===== config.mk =====
export PLATFORM = sky130hd
export DESIGN_NAME = mips_elf_relocation_patcher_top_flat
export DESIGN_NICKNAME = d
export VERILOG_FILES = /design/src/rtl/mrp_pkg.sv /design/src/rtl/mrp_chan_if.sv /design/src/rtl/mrp_pending_buf.sv /design/src/rtl/mips_elf_relocation_patcher_top.sv /design/src/flat_wrapper.sv
export SDC_FILE = /design/constraint.sdc
export NUM_CORES = 2
export LEC_CHECK = 0
export ABC_AREA = 1
export BUFFER_PORTS_ARGS = -buffer_cell sky130_fd_sc_hd__clkbuf_2
export CAP_MARGIN = 15
export CORE_ASPECT_RATIO = 0.9
export CORE_MARGIN = 8
export CORE_UTILIZATION = 55
export DETAILED_ROUTE_END_ITERATION = 8
export PLACE_DENSITY = 0.75
export SETUP_SLACK_MARGIN = 0.5
export SYNTH_ARGS = -nofsm -noshare
export SYNTH_HDL_FRONTEND = slang
export SYNTH_SLANG_ARGS = --single-unit

===== constraint.sdc =====
create_clock -name clock -period 9.6 [get_ports clock]
set_clock_uncertainty 0.15 [all_clocks]
set_input_delay 1.92 -clock clock [delete_from_list [all_inputs] [get_ports clock]]
set_output_delay 1.92 -clock clock [all_outputs]
set_load 0.02 [all_outputs]

===== src/rtl/mrp_pkg.sv =====
// shared types and constants for the mips elf relocation patcher
package mrp_pkg;

   // relocation type codes
   localparam logic [7:0] REL_WORD32  = 8'd2;
   localparam logic [7:0] REL_JUMP26  = 8'd4;
   localparam logic [7:0] REL_HI16    = 8'd5;
   localparam logic [7:0] REL_LO16    = 8'd6;
   localparam logic [7:0] REL_GPREL16 = 8'd7;

   // section indexes below this are local
   localparam logic [15:0] LOCAL_LIMIT = 16'hff00;

   // rounding term for the hi16 carry
   localparam logic [31:0] HI_ROUND = 32'h0000_8000;

   // configuration register indexes
   typedef logic [2:0] csr_index_type;
   localparam csr_index_type CSR_SEGMENT_BASE  = 3'd0;
   localparam csr_index_type CSR_SHORTS_OFFSET = 3'd1;
   localparam csr_index_type CSR_HOLE_START    = 3'd2;
   localparam csr_index_type CSR_HOLE_END      = 3'd3;
   localparam csr_index_type CSR_TARGET_BASE   = 3'd4;

   typedef enum logic [2:0] {
      STATUS_OK       = 3'd0,
      STATUS_LO_NO_HI = 3'd1,
      STATUS_BAD_TYPE = 3'd2,
      STATUS_OVERFLOW = 3'd3,
      STATUS_HALTED   = 3'd4
   } status_type;

   typedef enum logic [2:0] {
      S_IDLE,
      S_ADDR,
      S_CALC,
      S_RELOC,
      S_CARRY,
      S_FLUSH,
      S_FINAL
   } state_type;

   typedef struct packed {
      logic        first_of_table;
      logic [7:0]  reloc_kind;
      logic [15:0] sym_section;
      logic [31:0] sym_value;
      logic [31:0] target_offset;
      logic [31:0] target_word;
   } req_item_type;

   typedef struct packed {
      logic        write_enable;
      logic [31:0] write_address;
      logic [31:0] write_data;
      status_type  status;
      logic        last;
   } rsp_item_type;

   typedef struct packed {
      csr_index_type index;
      logic [31:0]   data;
   } csr_item_type;

   // one held hi16 target
   typedef struct packed {
      logic [31:0] address;
      logic [15:0] upper;
   } pend_entry_type;

endpackage


===== src/rtl/mrp_chan_if.sv =====
// valid/ready channel carrying one item of a given payload type
interface mrp_chan_if #(parameter type payload_type = logic);
   logic        valid;
   logic        ready;
   payload_type payload;

   modport source(output valid, output payload, input ready);
   modport sink(input valid, input payload, output ready);
endinterface


===== src/rtl/mrp_pending_buf.sv =====
// pending hi16 buffer: one write port, one registered read port
module mrp_pending_buf #(
   parameter int DEPTH = 16,
   // index width follows the depth
   localparam int IDX_W = (DEPTH > 1) ? $clog2(DEPTH) : 1
) (
   input  logic                   clock,
   input  logic                   wr_en,
   input  logic [IDX_W-1:0]       wr_idx,
   input  mrp_pkg::pend_entry_type wr_entry,
   input  logic [IDX_W-1:0]       rd_idx,
   output mrp_pkg::pend_entry_type rd_entry
);
   import mrp_pkg::*;

   pend_entry_type mem_ff [DEPTH];
   pend_entry_type rd_entry_ff;

   always_ff @(posedge clock) begin
      if (wr_en) begin
         mem_ff[wr_idx] <= wr_entry;
      end
      rd_entry_ff <= mem_ff[rd_idx];
   end

   assign rd_entry = rd_entry_ff;

endmodule


===== src/rtl/mips_elf_relocation_patcher_top.sv =====
// top level of the mips elf32 rel relocation patcher
//
// req_chan takes one rel entry per item together with the current target word.
// rsp_chan gives one or more result items per entry; last marks the final one.
// csr_chan writes the five configuration registers; it is always ready. The user
// must write it only while the block is idle; the block does not enforce this.
// req_chan is ready only in the idle state: one entry is worked at a time by
// a small sequencer around a single shared 32-bit adder.
// steps per entry, from acceptance to the final result loaded:
//   no-write, error or hi16 entry: address add, then result
//   word32, jump26, gprel16: address add, patch add, result
//   lo16 with nothing pending: address add, two adds for the relocation, result
//   lo16 that flushes held hi16s: as above plus a rounding add, then one held
//   entry a cycle while the receiver takes them, via the registered buffer read port
// after the final result the sequencer returns to idle before the next entry is taken.
// results sit in an output register; while the receiver stalls the sequencer
// holds in a step that gives a result and no result is lost or repeated.
// reset (synchronous) clears the configuration registers, the pending and
// halt state and the output valid flag; buffer contents need no clearing since
// only entries below the fill count are ever read.
module mips_elf_relocation_patcher_top #(
   parameter int PENDING_DEPTH = 16
) (
   input logic        clock,
   input logic        reset,
   mrp_chan_if.sink   req_chan,
   mrp_chan_if.source rsp_chan,
   mrp_chan_if.sink   csr_chan
);
   import mrp_pkg::*;

   localparam int CNT_W = $clog2(PENDING_DEPTH + 1);
   localparam int IDX_W = (PENDING_DEPTH > 1) ? $clog2(PENDING_DEPTH) : 1;
   localparam logic [CNT_W-1:0] DEPTH_CNT = CNT_W'(PENDING_DEPTH);

   // sequencer state
   state_type state_ff, state_in;

   // configuration registers
   logic [31:0] segment_base_ff, shorts_offset_ff, hole_start_ff, hole_end_ff;
   logic [31:0] target_base_ff;

   // relocation table state
   logic             seen_high_ff, seen_high_in;
   logic             pend_active_ff, pend_active_in;
   logic             halted_ff, halted_in;
   logic [15:0]      addend_high_ff, addend_high_in;
   logic [CNT_W-1:0] count_ff, count_in;

   // working registers for the current item
   req_item_type     item_ff, item_in;
   logic [31:0]      addr_ff, addr_in;
   logic [31:0]      sum_ff, sum_in;
   logic [15:0]      hi_ff, hi_in;
   logic [CNT_W-1:0] idx_ff, idx_in;
   logic             res_we_ff, res_we_in;
   logic [31:0]      res_data_ff, res_data_in;
   status_type       res_status_ff, res_status_in;

   // output register
   logic         rsp_valid_ff, rsp_valid_in;
   rsp_item_type rsp_item_ff, rsp_item_in;

   // shared adder
   logic [31:0] add_a, add_b, add_sum;

   // pending buffer ports
   logic             wr_en;
   logic [IDX_W-1:0] wr_idx;
   pend_entry_type   wr_entry;
   logic [CNT_W-1:0] rd_cnt;
   pend_entry_type   rd_entry;

   // item decode
   logic             req_take, out_free, is_local, in_hole;
   logic             eff_seen, eff_active, eff_halted;
   logic [15:0]      eff_addend;
   logic [CNT_W-1:0] eff_count, idx_next;
   logic [31:0]      word_sext16;

   assign req_chan.ready = (state_ff == S_IDLE);
   assign req_take       = req_chan.valid && req_chan.ready;
   assign csr_chan.ready = 1'b1;
   assign out_free       = !rsp_valid_ff || rsp_chan.ready;

   assign rsp_chan.valid   = rsp_valid_ff;
   assign rsp_chan.payload = rsp_item_ff;

   assign is_local    = item_ff.sym_section < LOCAL_LIMIT;
   assign in_hole     = (shorts_offset_ff != 32'd0) && (item_ff.sym_value >= hole_start_ff)
                        && (item_ff.sym_value < hole_end_ff);
   assign word_sext16 = {{16{item_ff.target_word[15]}}, item_ff.target_word[15:0]};

   // a new table clears the held state before the entry is looked at
   assign eff_seen   = item_ff.first_of_table ? 1'b0 : seen_high_ff;
   assign eff_active = item_ff.first_of_table ? 1'b0 : pend_active_ff;
   assign eff_halted = item_ff.first_of_table ? 1'b0 : halted_ff;
   assign eff_addend = item_ff.first_of_table ? 16'd0 : addend_high_ff;
   assign eff_count  = item_ff.first_of_table ? '0 : count_ff;
   assign idx_next   = idx_ff + CNT_W'(1);

   assign add_sum = add_a + add_b;

   mrp_pending_buf #(
      .DEPTH(PENDING_DEPTH)
   ) u_pending (
      .clock   (clock),
      .wr_en   (wr_en),
      .wr_idx  (wr_idx),
      .wr_entry(wr_entry),
      .rd_idx  (rd_cnt[IDX_W-1:0]),
      .rd_entry(rd_entry)
   );

   always_comb begin
      state_in       = state_ff;
      seen_high_in   = seen_high_ff;
      pend_active_in = pend_active_ff;
      halted_in      = halted_ff;
      addend_high_in = addend_high_ff;
      count_in       = count_ff;
      item_in        = item_ff;
      addr_in        = addr_ff;
      sum_in         = sum_ff;
      hi_in          = hi_ff;
      idx_in         = idx_ff;
      res_we_in      = res_we_ff;
      res_data_in    = res_data_ff;
      res_status_in  = res_status_ff;
      rsp_valid_in   = rsp_chan.ready ? 1'b0 : rsp_valid_ff;
      rsp_item_in    = rsp_item_ff;
      add_a          = target_base_ff;
      add_b          = item_ff.target_offset;
      wr_en          = 1'b0;
      wr_idx         = eff_count[IDX_W-1:0];
      wr_entry       = '{address: add_sum, upper: item_ff.target_word[31:16]};
      rd_cnt         = idx_ff;

      unique case (state_ff)
         S_IDLE: begin
            if (req_take) begin
               item_in  = req_chan.payload;
               state_in = S_ADDR;
            end
         end

         S_ADDR: begin
            // target address, and the decision on what the entry does
            addr_in        = add_sum;
            seen_high_in   = eff_seen;
            pend_active_in = eff_active;
            halted_in      = eff_halted;
            addend_high_in = eff_addend;
            count_in       = eff_count;
            res_we_in      = 1'b0;
            res_data_in    = 32'd0;
            res_status_in  = STATUS_OK;
            state_in       = S_FINAL;
            if (eff_halted) begin
               res_status_in = STATUS_HALTED;
            end else begin
               case (item_ff.reloc_kind) inside
                  REL_HI16: begin
                     if (eff_active || is_local) begin
                        if (eff_count >= DEPTH_CNT) begin
                           res_status_in = STATUS_OVERFLOW;
                           halted_in     = 1'b1;
                        end else begin
                           wr_en    = 1'b1;
                           count_in = eff_count + CNT_W'(1);
                           if (!eff_active) begin
                              pend_active_in = 1'b1;
                              seen_high_in   = 1'b1;
                              addend_high_in = item_ff.target_word[15:0];
                           end
                        end
                     end
                  end
                  REL_LO16: begin
                     if (is_local) begin
                        if (!eff_seen) begin
                           res_status_in = STATUS_LO_NO_HI;
                           halted_in     = 1'b1;
                        end else begin
                           state_in = S_CALC;
                        end
                     end
                  end
                  REL_WORD32, REL_JUMP26: begin
                     if (is_local) begin
                        state_in = S_CALC;
                     end
                  end
                  REL_GPREL16: begin
                     if (in_hole) begin
                        state_in = S_CALC;
                     end
                  end
                  default: begin
                     res_status_in = STATUS_BAD_TYPE;
                     halted_in     = 1'b1;
                  end
               endcase
            end
         end

         S_CALC: begin
            // patch add, operands chosen by type
            res_we_in = 1'b1;
            state_in  = S_FINAL;
            case (item_ff.reloc_kind)
               REL_WORD32: begin
                  add_a       = item_ff.target_word;
                  add_b       = segment_base_ff;
                  res_data_in = add_sum;
               end
               REL_JUMP26: begin
                  // sign-extended 26-bit field, in bytes
                  add_a       = {{4{item_ff.target_word[25]}}, item_ff.target_word[25:0], 2'b00};
                  add_b       = segment_base_ff;
                  res_data_in = {item_ff.target_word[31:26], add_sum[27:2]};
               end
               REL_GPREL16: begin
                  add_a       = word_sext16;
                  add_b       = shorts_offset_ff;
                  res_data_in = {item_ff.target_word[31:16], add_sum[15:0]};
               end
               default: begin
                  // lo16: high half of the addend plus the low half
                  add_a    = {addend_high_ff, 16'd0};
                  add_b    = word_sext16;
                  sum_in   = add_sum;
                  state_in = S_RELOC;
               end
            endcase
         end

         S_RELOC: begin
            add_a       = sum_ff;
            add_b       = segment_base_ff;
            sum_in      = add_sum;
            res_data_in = {item_ff.target_word[31:16], add_sum[15:0]};
            state_in    = pend_active_ff ? S_CARRY : S_FINAL;
         end

         S_CARRY: begin
            // rounded high half for every held hi16; start reading entry zero
            add_a    = sum_ff;
            add_b    = HI_ROUND;
            hi_in    = add_sum[31:16];
            idx_in   = '0;
            rd_cnt   = '0;
            state_in = S_FLUSH;
         end

         S_FLUSH: begin
            if (out_free) begin
               rsp_valid_in = 1'b1;
               rsp_item_in  = '{write_enable: 1'b1, write_address: rd_entry.address,
                                write_data: {rd_entry.upper, hi_ff},
                                status: STATUS_OK, last: 1'b0};
               idx_in       = idx_next;
               rd_cnt       = idx_next;
               if (idx_next == count_ff) begin
                  pend_active_in = 1'b0;
                  count_in       = '0;
                  state_in       = S_FINAL;
               end
            end
         end

         S_FINAL: begin
            if (out_free) begin
               rsp_valid_in = 1'b1;
               rsp_item_in  = '{write_enable: res_we_ff,
                                write_address: res_we_ff ? addr_ff : 32'd0,
                                write_data: res_data_ff, status: res_status_ff,
                                last: 1'b1};
               state_in     = S_IDLE;
            end
         end

         default: state_in = S_IDLE;
      endcase
   end

   always_ff @(posedge clock) begin
      if (reset) begin
         state_ff       <= S_IDLE;
         seen_high_ff   <= 1'b0;
         pend_active_ff <= 1'b0;
         halted_ff      <= 1'b0;
         addend_high_ff <= 16'd0;
         count_ff       <= '0;
         idx_ff         <= '0;
         rsp_valid_ff   <= 1'b0;
      end else begin
         state_ff       <= state_in;
         seen_high_ff   <= seen_high_in;
         pend_active_ff <= pend_active_in;
         halted_ff      <= halted_in;
         addend_high_ff <= addend_high_in;
         count_ff       <= count_in;
         idx_ff         <= idx_in;
         rsp_valid_ff   <= rsp_valid_in;
      end
   end

   // payload registers
   always_ff @(posedge clock) begin
      item_ff       <= item_in;
      addr_ff       <= addr_in;
      sum_ff        <= sum_in;
      hi_ff         <= hi_in;
      res_we_ff     <= res_we_in;
      res_data_ff   <= res_data_in;
      res_status_ff <= res_status_in;
      rsp_item_ff   <= rsp_item_in;
   end

   // configuration writes; indexes past the list are dropped
   always_ff @(posedge clock) begin
      if (reset) begin
         segment_base_ff  <= 32'd0;
         shorts_offset_ff <= 32'd0;
         hole_start_ff    <= 32'd0;
         hole_end_ff      <= 32'd0;
         target_base_ff   <= 32'd0;
      end else if (csr_chan.valid && csr_chan.ready) begin
         unique case (csr_chan.payload.index)
            CSR_SEGMENT_BASE:  segment_base_ff  <= csr_chan.payload.data;
            CSR_SHORTS_OFFSET: shorts_offset_ff <= csr_chan.payload.data;
            CSR_HOLE_START:    hole_start_ff    <= csr_chan.payload.data;
            CSR_HOLE_END:      hole_end_ff      <= csr_chan.payload.data;
            CSR_TARGET_BASE:   target_base_ff   <= csr_chan.payload.data;
            default: ;
         endcase
      end
   end

`ifndef NO_ASSERTIONS
   // the buffer never holds more than its depth
   a_count_bound: assert property (@(posedge clock) disable iff (reset)
      count_ff <= DEPTH_CNT)
      else $error("pending count beyond depth");

   // a flush only walks held entries
   a_flush_range: assert property (@(posedge clock) disable iff (reset)
      (state_ff == S_FLUSH) |-> (pend_active_ff && (idx_ff < count_ff)))
      else $error("flush index outside held entries");

   // only flushed hi16 patches come before the last result, and they always store
   a_mid_result_writes: assert property (@(posedge clock) disable iff (reset)
      (rsp_valid_ff && !rsp_item_ff.last) |-> (rsp_item_ff.write_enable
         && (rsp_item_ff.status == STATUS_OK)))
      else $error("non-final result without a store");

   // an active buffer always has at least one entry
   a_active_nonempty: assert property (@(posedge clock) disable iff (reset)
      pend_active_ff |-> (count_ff != '0))
      else $error("pending active with empty buffer");
`endif

endmodule


===== src/flat_wrapper.sv =====
// flat-port wrapper written by rule: the top's interface ports become plain ports
module mips_elf_relocation_patcher_top_flat import mrp_pkg::*;
#(
   parameter int PENDING_DEPTH = 16
)
  (clock, reset, req_chan_valid, req_chan_payload, req_chan_ready, rsp_chan_valid, rsp_chan_payload, rsp_chan_ready, csr_chan_valid, csr_chan_payload, csr_chan_ready);
  mrp_chan_if #(.payload_type(req_item_type)) req_chan_i ();
  mrp_chan_if #(.payload_type(rsp_item_type)) rsp_chan_i ();
  mrp_chan_if #(.payload_type(csr_item_type)) csr_chan_i ();
  input logic clock;
  input logic reset;
  input wire logic [$bits(req_chan_i.valid)-1:0] req_chan_valid;
  input wire logic [$bits(req_chan_i.payload)-1:0] req_chan_payload;
  output wire logic [$bits(req_chan_i.ready)-1:0] req_chan_ready;
  output wire logic [$bits(rsp_chan_i.valid)-1:0] rsp_chan_valid;
  output wire logic [$bits(rsp_chan_i.payload)-1:0] rsp_chan_payload;
  input wire logic [$bits(rsp_chan_i.ready)-1:0] rsp_chan_ready;
  input wire logic [$bits(csr_chan_i.valid)-1:0] csr_chan_valid;
  input wire logic [$bits(csr_chan_i.payload)-1:0] csr_chan_payload;
  output wire logic [$bits(csr_chan_i.ready)-1:0] csr_chan_ready;
  assign req_chan_i.valid = req_chan_valid;
  assign req_chan_i.payload = req_chan_payload;
  assign req_chan_ready = req_chan_i.ready;
  assign rsp_chan_valid = rsp_chan_i.valid;
  assign rsp_chan_payload = rsp_chan_i.payload;
  assign rsp_chan_i.ready = rsp_chan_ready;
  assign csr_chan_i.valid = csr_chan_valid;
  assign csr_chan_i.payload = csr_chan_payload;
  assign csr_chan_ready = csr_chan_i.ready;
  mips_elf_relocation_patcher_top #(.PENDING_DEPTH(PENDING_DEPTH)) u_core (.clock(clock), .reset(reset), .req_chan(req_chan_i), .rsp_chan(rsp_chan_i), .csr_chan(csr_chan_i));
endmodule

==> results_dict.tcl <==
set metrics [dict create \
    synth_simple_gate_area_share_pct 9.942 \
    setup.worst_path.end_class "flip-flop" \
    placed_area_um2 56610 \
    cts.hold.buffers_added 0 \
    avg_cell_area_syn_um2 11.96 \
    cts.repair.resized 0 \
    synth_instances 4532 \
    floorplan.die.width_um 347.0 \
    grt_start_max_net_pins 227 \
    holdCritStartpoint "u_core.hole_end_ff[0]$_SDFFE_PP0P_" \
    synth_mux_area_share_pct 3.545 \
    clock-sinks 1307 \
    via_count_of_the_first_global_routing_pass 35910 \
    vias 37080 \
    netlist_top_cells_area "edfxtp_1 (59%), dfxtp_1 (8.9%), o21ai_0 (4.1%)" \
    critPathMaxStageDelay_ns 0.77 \
    placement.io_buffers 223 \
    htreeDepth 3 \
    cp.buffers_inverters 5 \
    finalNonFillerCells 6075 \
    timing.final.max_slew_violations 0 \
    initial_core_util_pct 55.37 \
    synth_sequential_area_ratio_pct 67.94 \
    cts_buffer_depth 3 \
    rrSetupSlack_ns 2.39 \
    core_region_area_um2 97920 \
    post_drt_wl_per_cell_um 24.24 \
    dr.pass1.iters 7 \
    highest_achievable_clock_rate_ghz 0.1386 \
    route.antenna.remaining_nets 0 \
    overflow 0 \
    drc 0 \
    synth_top_cell_by_area "edfxtp_1" \
    adder_cell_share_of_the_synthesized_area_pct 2.345 \
    synth_largest_type_area_fraction_pct 59.04 \
    final_layout_size_suffix_gt1_share_pct 11.49 \
    syn-num-nets 4794 \
    syn_to_final_growth_pct 11.92 \
    clk-insertion-delay-late_ns 0.73 \
    rsz0062_at_grt "false" \
    die-height_um 313.9 \
    slowest_stage "nor2_2" \
    timing.max_slew.rel_slack_pct 18.46 \
    dr.first_iter.drc_count 4354 \
    postSynthRegisterBits 1307 \
    asyncSetResetFlopFracSynth_pct 0 \
    antenna_found_initial 1 \
    synth_compound_area_share_pct 11.97 \
    detailedPlace.worstSlack_ns 2.722 \
    status "finished, final reports clean" \
    worst_pin_slew_ns 1.222 \
    power.density_cell_area_nw_per_um2 321.6 \
    finalSetupViolCount 0 \
    worst_path_dominant_cell_family "simple AND/OR/NAND/NOR gates" \
    synth-edff-count 1066 \
    layout.nets 4953 \
    cts_tree "built" \
    clk_transition_reported_paths_ns 0.07 \
    timing.final.crit_period_ns 7.214 \
    setup_slack_ns 2.386 \
    fin_crit_sh_pct 75.15 \
    post_synthesis_cell_area_um2 54220 \
    grtUsageTotal_pct 26.15 \
    ir_worst_vdd_v 0.0003215 \
    synth-main-ff-cell "edfxtp_1" \
    cp_max_fo 21 \
    filler_cell_count 7467 \
    hold_path_end "u_core.hole_end_ff[0]$_SDFFE_PP0P_" \
    yosys.cell_types.count 57 \
    cts_inserted_buffers 121 \
    r2r_cell_count 21 \
    critPathArrivalTime_ns 7.53 \
    synthXorXnorAreaFrac_pct 0.3554 \
    drt-total-wl_um 147300 \
    postLayoutCellArea_um2 60680 \
    dpl.cell_count 5841 \
    most_frequent_standard_cell_in_the_layout_excluding_fill_and_tap_cells "edfxtp_1" \
    pin_count 233 \
    fp.dieArea_um2 108900 \
    core.rowCount 109 \
    critical_path.cell_chain "inv_2 > nor2_2 > inv_2 > nor2_4 > inv_2 > nor2_2 > inv_2 > o2111ai_1 > o21ai_1 > inv_1 > ha_1 > nand2_1 > nor3_1 > nand4_1 > nand3_1 > nand2_1 > nand3_1 > nand2_1 > o21ai_0 > o21bai_1 > nand2_1" \
    regArea_um2 36840 \
    via_density_per_instance 6.104 \
    clock-root-buffer "clkbuf_16" \
    hold-path-cell-count 2 \
    tns_setup_ns 0 \
    leakagePower_nw 21.45 \
    min_path_type "reg2reg" \
    hpwlAfterDp_um 85760 \
    r2r_start "u_core.state_ff[1]$_SDFFE_PP0P_" \
    finalHoldViolCount 0 \
    worstPathRequired_ns 9.91 \
    criticalPathCategory "reg2reg" \
    post_cts_buffers 0 \
    end_of_the_worst_register_to_register_path "u_core.res_data_ff[23]$_DFFE_PP_" \
    synth_warnings 0 \
    dominant_combinational_cell_family_by_area_after_synthesis "compound AO/OA/AOI/OAI gates" \
    gp_congestion 0.9845 \
    multi_input_comb_area_um2 15480 \
    layout_common_cells "edfxtp_1 (1066), nand2_1 (577), nor2_1 (481), o21ai_0 (446), inv_1 (249)" \
    timing.critical_path.from_type "flip-flop" \
    grt_pass1_wl_um 217600 \
    maxCapViolCount 0 \
]
==> report_power, final <==
group,internal [mW],total (mW),switching (mW)
combinational,1.31,5.98,4.66
sequential,8.43,8.78,0.345
clock,2.68,4.76,2.08
==> area by class of cell <==
cell class                      instances  area share, %
Clock inverter                         59         0.9650
Clock buffer                          169          5.623
Multi-Input combinational cell       2694          25.51
Sequential cell                      1307          60.70
Tap cell                             1276          2.631
Timing Repair Buffer                  295          2.837
Inverter                              272          1.711
Antenna cell                            3        0.01237
==> synthesized netlist by cell type (3+ instances only) <==
cell and n:
a21o_1 8, a21oi_1 206, a22oi_1 55, a31oi_1 15
a41oi_1 3, buf_1 14, buf_2 25, buf_4 21
clkbuf_1 196, clkbuf_4 3, clkinv_1 3, dfxtp_1 241
edfxtp_1 1066, ha_1 100, inv_1 249, inv_2 20
mux2i_1 192, nand2_1 578, nand3_1 193, nand4_1 11
nor2_1 499, nor2_2 3, nor2_4 5, nor3_1 24
o2111ai_1 12, o211ai_1 38, o21a_1 6, o21ai_0 446
o21ai_1 17, o21ai_2 3, o21bai_1 8, o221ai_1 203
o22ai_1 15, or2_2 5, xnor2_1 5, xor2_1 17
==> flip-flops by register name, indices dropped and copies added (netlist names), 48 cells and up <==
register	flops
u_core.rsp_chan.payload	69
u_core.u_pending.mem_ff	768
u_core.u_pending.rd_entry	48
u_core.item_ff	113
==> cells by family (layout without fill, tap and decap cells) <==
family	count (synthesis)	count (layout)
other	1	4
buffers and inverters	531	795
multiplexers	192	192
flip-flops	1307	1307
AO/OA/AOI/OAI	1051	1051
AND/OR/NAND/NOR	1327	1327
XOR/XNOR	22	22
adder cells (fa/ha/maj)	101	101
==> per-stage QoR <==
stage / hold slack [ns] / power (mW) / util, %
floorplan: 0.2744 / 12.02 / -
global placement: 0.2862 / 14.53 / 57.81
detailed placement: 0.2970 / 14.64 / 57.81
CTS: 0.3062 / 19.38 / 61.90
global route: 0.3260 / 20.17 / 61.96
finish: 0.2999 / 19.51 / 61.97
==> worst max path at each step <==
| stage | start | end | cells past startpoint |
|---|---|---|---|
| after floorplan | req_chan_valid | u_core.item_ff[0]$_DFFE_PP_ | 2 |
| after global placement | u_core.state_ff[1]$_SDFFE_PP0P_ | u_core.res_data_ff[23]$_DFFE_PP_ | 21 |
| after detailed placement | u_core.state_ff[1]$_SDFFE_PP0P_ | u_core.res_data_ff[23]$_DFFE_PP_ | 21 |
| after CTS | u_core.state_ff[1]$_SDFFE_PP0P_ | u_core.res_data_ff[23]$_DFFE_PP_ | 21 |
| after global routing | u_core.state_ff[1]$_SDFFE_PP0P_ | u_core.res_data_ff[23]$_DFFE_PP_ | 22 |
| final | u_core.state_ff[1]$_SDFFE_PP0P_ | u_core.res_data_ff[23]$_DFFE_PP_ | 21 |
==> routing by layer <==
metal	wire, um	global-route usage [%]	share of wire [%]
met3	12940	4.127	8.8
met1	57470	33.91	39
met2	69770	43.78	47
met4	7105	11.46	4.8
met5	0	0	0
==> tightest hold or removal path: stages, from the launching register on <==
cell and delay [ns]:
dfxtp_1 0.30, inv_1 0.05, a21oi_1 0.05
No activity file was read; power rests on OpenSTA's default activity.
